## config.mk

```make
export PLATFORM = sky130hd
export DESIGN_NAME = rip_relative_xref_scanner
export DESIGN_NICKNAME = d
export VERILOG_FILES = /design/src/rtl/rrx_pkg.sv /design/src/rtl/rrx_cell.sv /design/src/rtl/rrx_match.sv /design/src/rtl/rrx_outq.sv /design/src/rtl/rip_relative_xref_scanner.sv
export SDC_FILE = /design/constraint.sdc
export NUM_CORES = 1
export LEC_CHECK = 0
export BUFFER_PORTS_ARGS = -buffer_cell sky130_fd_sc_hd__buf_2
export CAP_MARGIN = 0
export CELL_PAD_IN_SITES_DETAIL_PLACEMENT = 2
export CELL_PAD_IN_SITES_GLOBAL_PLACEMENT = 2
export CORE_MARGIN = 1
export CORE_UTILIZATION = 34
export DETAILED_ROUTE_END_ITERATION = 8
export PLACE_DENSITY_LB_ADDON = 0.12
export SLEW_MARGIN = 25
export SYNTH_ARGS = -nofsm -noshare
export SYNTH_HDL_FRONTEND = slang
export SYNTH_SLANG_ARGS = --single-unit
```

## constraint.sdc

```tcl
create_clock -name clk -period 8.3 [get_ports clk]
set_input_delay 0.415 -clock clk [delete_from_list [all_inputs] [get_ports clk]]
set_output_delay 0.415 -clock clk [all_outputs]
set_load 0.005 [all_outputs]
```

## src/rtl/rrx_pkg.sv

```systemverilog
// rrx_pkg: shared types and constants for the rip-relative reference scanner
// used by every module under rtl; depends on nothing

package rrx_pkg;

    localparam int HIST_DEPTH = 6;

    typedef logic [7:0]  byte_t;
    typedef logic [63:0] addr_t;
    typedef logic [HIST_DEPTH-1:0][7:0] hist_t;   // [0] newest, [HIST_DEPTH-1] oldest

    // candidate encoding
    localparam logic [4:0] REX_W_HI    = 5'b01001;   // 0x48..0x4f share these bits
    localparam int         REX_R_BIT   = 2;
    localparam byte_t      OPC_LEA     = 8'h8D;
    localparam byte_t      OPC_MOV     = 8'h8B;
    localparam byte_t      MODRM_MASK  = 8'hC7;
    localparam byte_t      MODRM_RIP   = 8'h05;
    localparam addr_t      SITE_OFFSET = 64'd6;

    // hit count doubles as the reported status
    localparam logic [1:0] STATUS_NONE   = 2'd0;
    localparam logic [1:0] STATUS_UNIQUE = 2'd1;
    localparam logic [1:0] STATUS_AMBIG  = 2'd2;

    // configuration register indexes
    localparam logic REG_TARGET_ADDR = 1'b0;

    typedef struct packed {
        logic       hit;
        logic [3:0] dest_reg;
        logic       is_lea;
    } match_t;

    typedef struct packed {
        logic [1:0] status;
        addr_t      site;
        logic [3:0] dest_reg;
        logic       is_lea;
    } result_t;

endpackage

```

## src/rtl/rrx_cell.sv

```systemverilog
// rrx_cell: one byte of the history chain with its valid flag
// depends on rrx_pkg

module rrx_cell
(
    input  logic          clk,
    input  logic          rst_n,
    input  logic          shift,
    input  logic          flush,
    input  rrx_pkg::byte_t byte_in,
    input  logic          valid_in,
    output rrx_pkg::byte_t byte_out,
    output logic          valid_out
);

    rrx_pkg::byte_t byte_reg;
    logic           valid_reg;
    logic           valid_next;

    // a flush drops whatever the neighbour hands over
    assign valid_next = valid_in & ~flush;

    always_ff @(posedge clk or negedge rst_n)
    begin
        if (!rst_n)
        begin
            valid_reg <= 1'b0;
        end
        else if (shift)
        begin
            valid_reg <= valid_next;
        end
    end

    always_ff @(posedge clk)
    begin
        if (shift)
        begin
            byte_reg <= byte_in;
        end
    end

    assign byte_out  = byte_reg;
    assign valid_out = valid_reg;

endmodule

```

## src/rtl/rrx_match.sv

```systemverilog
// rrx_match: tests the seven-byte candidate ending on the incoming byte
// depends on rrx_pkg

module rrx_match
(
    input  rrx_pkg::hist_t  hist,
    input  logic            hist_full,
    input  rrx_pkg::byte_t  last_byte,
    input  rrx_pkg::addr_t  byte_addr,
    input  rrx_pkg::addr_t  target_addr,
    output rrx_pkg::match_t result
);

    rrx_pkg::byte_t rex;
    rrx_pkg::byte_t opc;
    rrx_pkg::byte_t modrm;
    logic [31:0]    disp32;
    rrx_pkg::addr_t dest;
    logic           form_ok;

    assign rex    = hist[rrx_pkg::HIST_DEPTH-1];
    assign opc    = hist[rrx_pkg::HIST_DEPTH-2];
    assign modrm  = hist[rrx_pkg::HIST_DEPTH-3];
    assign disp32 = {last_byte, hist[0], hist[1], hist[2]};

    assign form_ok = (rex[7:3] == rrx_pkg::REX_W_HI)
                   && ((opc == rrx_pkg::OPC_LEA) || (opc == rrx_pkg::OPC_MOV))
                   && ((modrm & rrx_pkg::MODRM_MASK) == rrx_pkg::MODRM_RIP);

    // next instruction starts one byte past the displacement
    assign dest = byte_addr + 64'd1 + {{32{disp32[31]}}, disp32};

    always_comb
    begin
        result.hit      = hist_full && form_ok && (dest == target_addr);
        result.dest_reg = {rex[rrx_pkg::REX_R_BIT], modrm[5:3]};
        result.is_lea   = (opc == rrx_pkg::OPC_LEA);
    end

endmodule

```

## src/rtl/rrx_outq.sv

```systemverilog
// rrx_outq: two-entry result queue, output register plus skid register
// depends on rrx_pkg

module rrx_outq
(
    input  logic             clk,
    input  logic             rst_n,
    input  logic             push,
    input  rrx_pkg::result_t push_item,
    input  logic             out_stall,
    output logic             out_valid,
    output rrx_pkg::result_t out_item,
    output logic             full
);

    rrx_pkg::result_t head_reg;
    rrx_pkg::result_t skid_reg;
    logic             head_valid_reg;
    logic             skid_valid_reg;
    logic             pop;

    assign pop = head_valid_reg & ~out_stall;

    always_ff @(posedge clk or negedge rst_n)
    begin
        if (!rst_n)
        begin
            head_valid_reg <= 1'b0;
            skid_valid_reg <= 1'b0;
        end
        else
        begin
            if (push && !pop)
            begin
                if (head_valid_reg)
                begin
                    skid_valid_reg <= 1'b1;
                end
                head_valid_reg <= 1'b1;
            end
            else if (pop && !push)
            begin
                if (skid_valid_reg)
                begin
                    skid_valid_reg <= 1'b0;
                end
                else
                begin
                    head_valid_reg <= 1'b0;
                end
            end
        end
    end

    always_ff @(posedge clk)
    begin
        if (push && !pop)
        begin
            if (head_valid_reg)
            begin
                skid_reg <= push_item;
            end
            else
            begin
                head_reg <= push_item;
            end
        end
        else if (pop && !push)
        begin
            if (skid_valid_reg)
            begin
                head_reg <= skid_reg;
            end
        end
        else if (pop && push)
        begin
            if (skid_valid_reg)
            begin
                head_reg <= skid_reg;
                skid_reg <= push_item;
            end
            else
            begin
                head_reg <= push_item;
            end
        end
    end

    assign out_valid = head_valid_reg;
    assign out_item  = head_reg;
    assign full      = skid_valid_reg;

endmodule

```

## src/rtl/rip_relative_xref_scanner.sv

```systemverilog
// rip_relative_xref_scanner: top level, history chain, hit tally and register port
// depends on rrx_pkg, rrx_cell, rrx_match and rrx_outq

// Code bytes arrive on the input channel (in_valid / in_stall), one item per
// byte with its absolute address and the window_first, scan_first and
// scan_last marks. A row of six byte cells holds the bytes before the current
// one; each accepted byte shifts the row and completes a seven-byte candidate
// that is decoded, resolved and compared with target_addr in the same cycle.
// One byte is taken every cycle while in_stall is low; the cell row shift sets the rate.
// An item marked scan_last gives one result item on the output channel
// (out_valid / out_stall), written to the result queue: status (none,
// unique, ambiguous), site of the unique hit, destination register and lea
// flag of the first hit. Results wait in an output register with a skid
// register behind it; in_stall rises only while both hold a result, so bytes
// keep flowing while a single result waits to be taken.
// target_addr is written over the APB-style port at address 0; write it only
// while the block is idle. Reset clears the history, the hit tally, the
// capture, the result queue and target_addr.

module rip_relative_xref_scanner
(
    input  logic        clk,
    input  logic        rst_n,

    input  logic        psel,
    input  logic        penable,
    input  logic        pwrite,
    input  logic [3:0]  paddr,
    input  logic [63:0] pwdata,
    output logic [63:0] prdata,
    output logic        pready,

    input  logic        in_valid,
    output logic        in_stall,
    input  logic [7:0]  code_byte,
    input  logic [63:0] byte_addr,
    input  logic        window_first,
    input  logic        scan_first,
    input  logic        scan_last,

    output logic        out_valid,
    input  logic        out_stall,
    output logic [1:0]  ref_status,
    output logic [63:0] ref_site,
    output logic [3:0]  dest_reg,
    output logic        is_lea
);

    rrx_pkg::addr_t   target_addr_reg;
    logic             in_acc;
    logic             flush;
    logic             queue_full;

    rrx_pkg::hist_t   hist;
    logic [rrx_pkg::HIST_DEPTH-1:0] hist_valid;
    logic             hist_full;
    rrx_pkg::match_t  match;

    logic [1:0]       cnt_reg;
    rrx_pkg::addr_t   site_reg;
    logic [3:0]       reg_reg;
    logic             lea_reg;
    logic [1:0]       cnt_next;
    rrx_pkg::addr_t   site_next;
    logic [3:0]       reg_next;
    logic             lea_next;

    rrx_pkg::result_t res_item;
    rrx_pkg::result_t out_item;

    // register port
    assign pready = 1'b1;
    assign prdata = (paddr[3] == rrx_pkg::REG_TARGET_ADDR) ? target_addr_reg : 64'd0;

    always_ff @(posedge clk or negedge rst_n)
    begin
        if (!rst_n)
        begin
            target_addr_reg <= 64'd0;
        end
        else if (psel && penable && pwrite && pready
                 && (paddr[3] == rrx_pkg::REG_TARGET_ADDR))
        begin
            target_addr_reg <= pwdata;
        end
    end

    assign in_stall = queue_full;
    assign in_acc   = in_valid & ~in_stall;
    assign flush    = window_first | scan_first;

    // history row, cell 0 takes the incoming byte
    genvar k;
    generate
        for (k = 0; k < rrx_pkg::HIST_DEPTH; k++)
        begin : g_cell
            if (k == 0)
            begin : g_head
                rrx_cell u_cell
                (
                    .clk       (clk),
                    .rst_n     (rst_n),
                    .shift     (in_acc),
                    .flush     (1'b0),
                    .byte_in   (code_byte),
                    .valid_in  (1'b1),
                    .byte_out  (hist[k]),
                    .valid_out (hist_valid[k])
                );
            end
            else
            begin : g_body
                rrx_cell u_cell
                (
                    .clk       (clk),
                    .rst_n     (rst_n),
                    .shift     (in_acc),
                    .flush     (flush),
                    .byte_in   (hist[k-1]),
                    .valid_in  (hist_valid[k-1]),
                    .byte_out  (hist[k]),
                    .valid_out (hist_valid[k])
                );
            end
        end
    endgenerate

    // oldest cell valid means the window holds six bytes already
    assign hist_full = hist_valid[rrx_pkg::HIST_DEPTH-1] & ~flush;

    rrx_match u_match
    (
        .hist        (hist),
        .hist_full   (hist_full),
        .last_byte   (code_byte),
        .byte_addr   (byte_addr),
        .target_addr (target_addr_reg),
        .result      (match)
    );

    // hit tally and first-hit capture
    always_comb
    begin
        if (scan_first)
        begin
            cnt_next  = rrx_pkg::STATUS_NONE;
            site_next = 64'd0;
            reg_next  = 4'd0;
            lea_next  = 1'b0;
        end
        else
        begin
            cnt_next  = cnt_reg;
            site_next = site_reg;
            reg_next  = reg_reg;
            lea_next  = lea_reg;
        end
        if (match.hit)
        begin
            if (cnt_next == rrx_pkg::STATUS_NONE)
            begin
                cnt_next  = rrx_pkg::STATUS_UNIQUE;
                site_next = byte_addr - rrx_pkg::SITE_OFFSET;
                reg_next  = match.dest_reg;
                lea_next  = match.is_lea;
            end
            else
            begin
                cnt_next = rrx_pkg::STATUS_AMBIG;
            end
        end
    end

    always_ff @(posedge clk or negedge rst_n)
    begin
        if (!rst_n)
        begin
            cnt_reg  <= rrx_pkg::STATUS_NONE;
            site_reg <= 64'd0;
            reg_reg  <= 4'd0;
            lea_reg  <= 1'b0;
        end
        else if (in_acc)
        begin
            cnt_reg  <= cnt_next;
            site_reg <= site_next;
            reg_reg  <= reg_next;
            lea_reg  <= lea_next;
        end
    end

    always_comb
    begin
        res_item.status   = cnt_next;
        res_item.site     = (cnt_next == rrx_pkg::STATUS_UNIQUE) ? site_next : 64'd0;
        res_item.dest_reg = reg_next;
        res_item.is_lea   = lea_next;
    end

    rrx_outq u_outq
    (
        .clk       (clk),
        .rst_n     (rst_n),
        .push      (in_acc & scan_last),
        .push_item (res_item),
        .out_stall (out_stall),
        .out_valid (out_valid),
        .out_item  (out_item),
        .full      (queue_full)
    );

    assign ref_status = out_item.status;
    assign ref_site   = out_item.site;
    assign dest_reg   = out_item.dest_reg;
    assign is_lea     = out_item.is_lea;

    // the tally saturates at ambiguous
    a_cnt_range: assert property (@(posedge clk) disable iff (!rst_n)
        cnt_reg != 2'd3)
        else $error("hit tally beyond ambiguous");

    // a scan's last byte always leaves a result waiting
    a_last_gives_result: assert property (@(posedge clk) disable iff (!rst_n)
        in_acc && scan_last |=> out_valid)
        else $error("no result after last byte of scan");

    // other bytes never create a result
    a_no_spurious: assert property (@(posedge clk) disable iff (!rst_n)
        in_acc && !scan_last && !out_valid |=> !out_valid)
        else $error("result without last byte of scan");

    // site is only reported for a unique reference
    a_site_unique: assert property (@(posedge clk) disable iff (!rst_n)
        out_valid && (ref_status != rrx_pkg::STATUS_UNIQUE) |-> ref_site == 64'd0)
        else $error("site reported without unique reference");

endmodule
```

==> flow_metrics.env <==
export IMPL_status="finished, final reports clean"
export IMPL_placed_area_um2=24030
export IMPL_clk_pin_slew_worst_paths_ps=60
export IMPL_synth_edff_count=188
export IMPL_cts_buffers=39
export IMPL_final_min_clock_period_ps=6372
export IMPL_cts_sinks=331
export IMPL_met1_length_um=43960
export IMPL_synth_cells=2166
export IMPL_multi_input_area_um2=11820
export IMPL_cts_root_buffer="clkbuf_16"
export IMPL_ys_warn_count=0
export IMPL_first_pass_iters=5
export IMPL_cts_tree="yes"
export IMPL_syn_num_nets=2385
export IMPL_antenna_found_initial=3
export IMPL_met2_length_um=48670
export IMPL_cts_buffer_depth=3
export IMPL_p_sw_mw=2.412
export IMPL_row_count=92
export IMPL_drive_above_1_share=0.2123
export IMPL_synth_cell_type_count=86
export IMPL_hold_path_class="input pin to flop"
export IMPL_power_frac_clock=0.293
export IMPL_path_buf_inv=5
export IMPL_core_um2=62970
export IMPL_dp_slack_ps=1548
export IMPL_critical_path_max_stage_delay_ps=780
export IMPL_vias_per_cell=6.019
export IMPL_worst_ep_arrival_time_ps=6880
export IMPL_grt_ovfl_total=0
export IMPL_ys_seq_area_frac=0.4262
export IMPL_finalNonFillerCells=3296
export IMPL_fmax_ghz=0.1569
export IMPL_grt_total_usage=0.3068
export IMPL_rsz0062_at_grt="false"
export IMPL_drc=0
export IMPL_syn_area_per_cell_um2=9.992
export IMPL_start_util=0.3437
export IMPL_relSlewSlack=0.2504
export IMPL_pwr_density_cell_nw_per_um2=250.5
export IMPL_dr_wl_met3_um=4608
export IMPL_critPathKind="flop to flop"
export IMPL_fin_crit_sh=0.7677
export IMPL_die_h_um=254.3
export IMPL_grt_pass1_wl_um=145500
export IMPL_final_cell_mix="buf_2 (282), edfxtp_1 (188), nand2_1 (180)"
export IMPL_io_pins=288
export IMPL_area_delta_synth_final_pct=17.49
export IMPL_port_buffers=283
export IMPL_dieArea_um2=64670
export IMPL_place_inst=3223
export IMPL_p_int_mw=3.956
export IMPL_tightestPinTransition_ps=1118
export IMPL_seq_power_share=0.355
export IMPL_setup_viol=0
export IMPL_n_fill_cell=6891
export IMPL_switching_share=0.3788
export IMPL_drt_iter0_markers=1281
export IMPL_endpoint_kind="flop"
export IMPL_cp_max_fo=45
export IMPL_synth_ff_type="edfxtp_1"
export IMPL_cp_start_kind="flop"
export IMPL_syn_area_um2=21640
export IMPL_p_leak_nw=9.981
export IMPL_dpl_hpwl_um=79070
export IMPL_gp_congestion=0.9639
export IMPL_ant_nets=0
export IMPL_grt_max_degree=66
export IMPL_first_global_vias=21235
export IMPL_design_area_um2=25430
export IMPL_fin_skew_ps=10.79
export IMPL_die_width_um=254.3
export IMPL_path_delay_family="simple AND/OR/NAND/NOR gates"
export IMPL_seq_area_um2=9224
export IMPL_drv_slew=0
export IMPL_h_tree_depth=2
export IMPL_ys_ff_latch=331
export IMPL_setup_tns_ps=0
export IMPL_nets=2638
export IMPL_clk_latency_ps=580
export IMPL_final_common_cell="buf_2"
export IMPL_postLayoutSetupSlackWorst_ps=1928
export IMPL_finalHoldViolations=0
export IMPL_via_count=19838
export IMPL_top_layer="met4"
export IMPL_ys_async_sr_fraction=0.4320
export IMPL_cp_required_ps=8800
export IMPL_wl_per_cell_um=30.56
export IMPL_peakVddDrop_mv=0.1458
export IMPL_power_frac_comb=0.353
export IMPL_routed_wl_um=100700
export IMPL_worstPathCellList="inv_1 -> ha_1 -> inv_1 -> fa_1 -> a211oi_2 -> nor2_1 -> xnor2_1 -> o311ai_0 -> nor4_1 -> nand4_1 -> nor4_1 -> nand3_1 -> nor4b_1 -> buf_4 -> nand3_2 -> buf_4 -> nor3_4 -> buf_12 -> a22o_1"
export IMPL_slowest_stage="nor4_1"
export IMPL_max_cap_violations=0
==> synth_stat cells, drive strengths merged, types with 6 or more instances <==
library cell | count | area share
a22o | 119 | 0.048
nand2 | 181 | 0.032
a211oi | 16 | 0.0060
o21a | 25 | 0.0087
buf | 50 | 0.016
nand4 | 79 | 0.023
a31oi | 11 | 0.0032
nand3 | 68 | 0.016
nor4b | 8 | 0.0032
nor3 | 44 | 0.011
or3 | 24 | 0.0069
o211ai | 20 | 0.0072
nor2b | 78 | 0.023
and4 | 6 | 0.0025
edfxtp | 188 | 0.26
nor3b | 9 | 0.0031
a21boi | 6 | 0.0021
o31ai | 10 | 0.0035
mux2 | 82 | 0.043
a211o | 8 | 0.0032
and2 | 66 | 0.019
o2bb2ai | 6 | 0.0024
a221o | 54 | 0.025
xor2 | 69 | 0.028
ha | 68 | 0.039
clkbuf | 70 | 0.012
nand2b | 13 | 0.0038
dfrtp | 143 | 0.17
xnor2 | 78 | 0.032
a21oi | 107 | 0.025
nor4 | 34 | 0.011
or4 | 13 | 0.0047
a2111oi | 12 | 0.0049
nand4b | 11 | 0.0045
o2111ai | 11 | 0.0045
and3 | 15 | 0.0043
nor2 | 127 | 0.022
inv | 21 | 0.0036
a21o | 24 | 0.0083
o21ai | 115 | 0.027
==> metal layers <==
layer | up-vias | global-route usage
li1 | 8819 | -
met3 | 140 | 0.04103
met4 | 0 | 0.1077
met5 | - | 0
met2 | 567 | 0.5177
met1 | 10312 | 0.4008
==> worst register-to-register path: stages, from the launching register on <==
cell and delay (ps):
edfxtp_1 400, inv_1 80, ha_1 150, inv_1 60
fa_1 440, a211oi_2 400, nor2_1 130, xnor2_1 630
o311ai_0 330, nor4_1 780, nand4_1 170, nor4_1 660
nand3_1 180, nor4b_1 420, buf_4 230, nand3_2 100
buf_4 360, nor3_4 360, buf_12 250, a22o_1 190
==> path summary, 6_finish.rpt <==
| kind | depth (start not counted) | slack, ps | from | endpoint |
|---|---|---|---|---|
| max reg2reg | 19 | 1930 | g_cell[2].g_body.u_cell.byte_out[0]$_DFFE_PP_ | site_reg[33]$_DFFE_PN0P_ |
| min | 2 | 70 | pwdata[57] | target_addr_reg[57]$_DFFE_PN0P_ |
| max | 19 | 1930 | g_cell[2].g_body.u_cell.byte_out[0]$_DFFE_PP_ | site_reg[33]$_DFFE_PN0P_ |
| min reg2reg | 0 | 460 | g_cell[4].g_body.u_cell.byte_out[7]$_DFFE_PP_ | g_cell[5].g_body.u_cell.byte_out[7]$_DFFE_PP_ |
| max in group asynchronous | 3 | 6690 | rst_n | target_addr_reg[48]$_DFFE_PN0P_ |
| min in group asynchronous | 2 | 310 | rst_n | site_reg[0]$_DFFE_PN0P_ |
==> through the flow <==
step | util | hold WS [ps] | power, mW
final | 0.4038 | 67.39 | 6.369
after global routing | 0.4038 | 56.83 | 6.615
after CTS | 0.4038 | 42.27 | 6.392
after detailed placement | 0.3816 | 349.9 | 4.502
after global placement | 0.3815 | 356.1 | 4.443
after floorplan | - | 119.4 | 3.486
==> cells by family (layout without fill, tap and decap cells) <==
logic type | count (synthesis) | in the layout | synth area share
muxes | 86 | 86 | 0.04452
DFF | 331 | 331 | 0.4262
AOI/OAI and AO/OA | 594 | 594 | 0.1999
buffers and inverters | 141 | 424 | 0.03162
other | 1 | 2 | 0.0001733
xor gates and xnor gates | 147 | 147 | 0.05984
adders and majority gates | 69 | 69 | 0.04024
and+or+nand+nor | 797 | 797 | 0.1975
==> timing repair <==
action                                  in CTS  in global routing
endpoints found under the setup margin       0                  0
buffers inserted                             0                  0
resized for setup                            0                  0
hold buffers                                 1                  0
hold endpoints to repair                    35                  0
==> power groups by stage <==
stage / logic, mW / clock network (mW) / registers [mW]
6_report: 2.25 / 1.86 / 2.26
4_1_cts: 2.23 / 1.90 / 2.26
2_1_floorplan: 1.26 / 0 / 2.23
3_3_place_gp: 2.17 / 0 / 2.28
5_1_grt: 2.38 / 1.95 / 2.28
3_5_place_dp: 2.21 / 0 / 2.29
==> final cells by class <==
class,count,share of cell area
multi-input cells,1694,0.4650
flip-flops and latches,331,0.3627
repair buffers,332,0.07297
clock buffers,51,0.04379
well taps,846,0.04163
clock inverters,20,0.01068
inverters,21,0.003100
diodes,1,0.00009841
No activity file was read; power rests on OpenSTA's default activity.
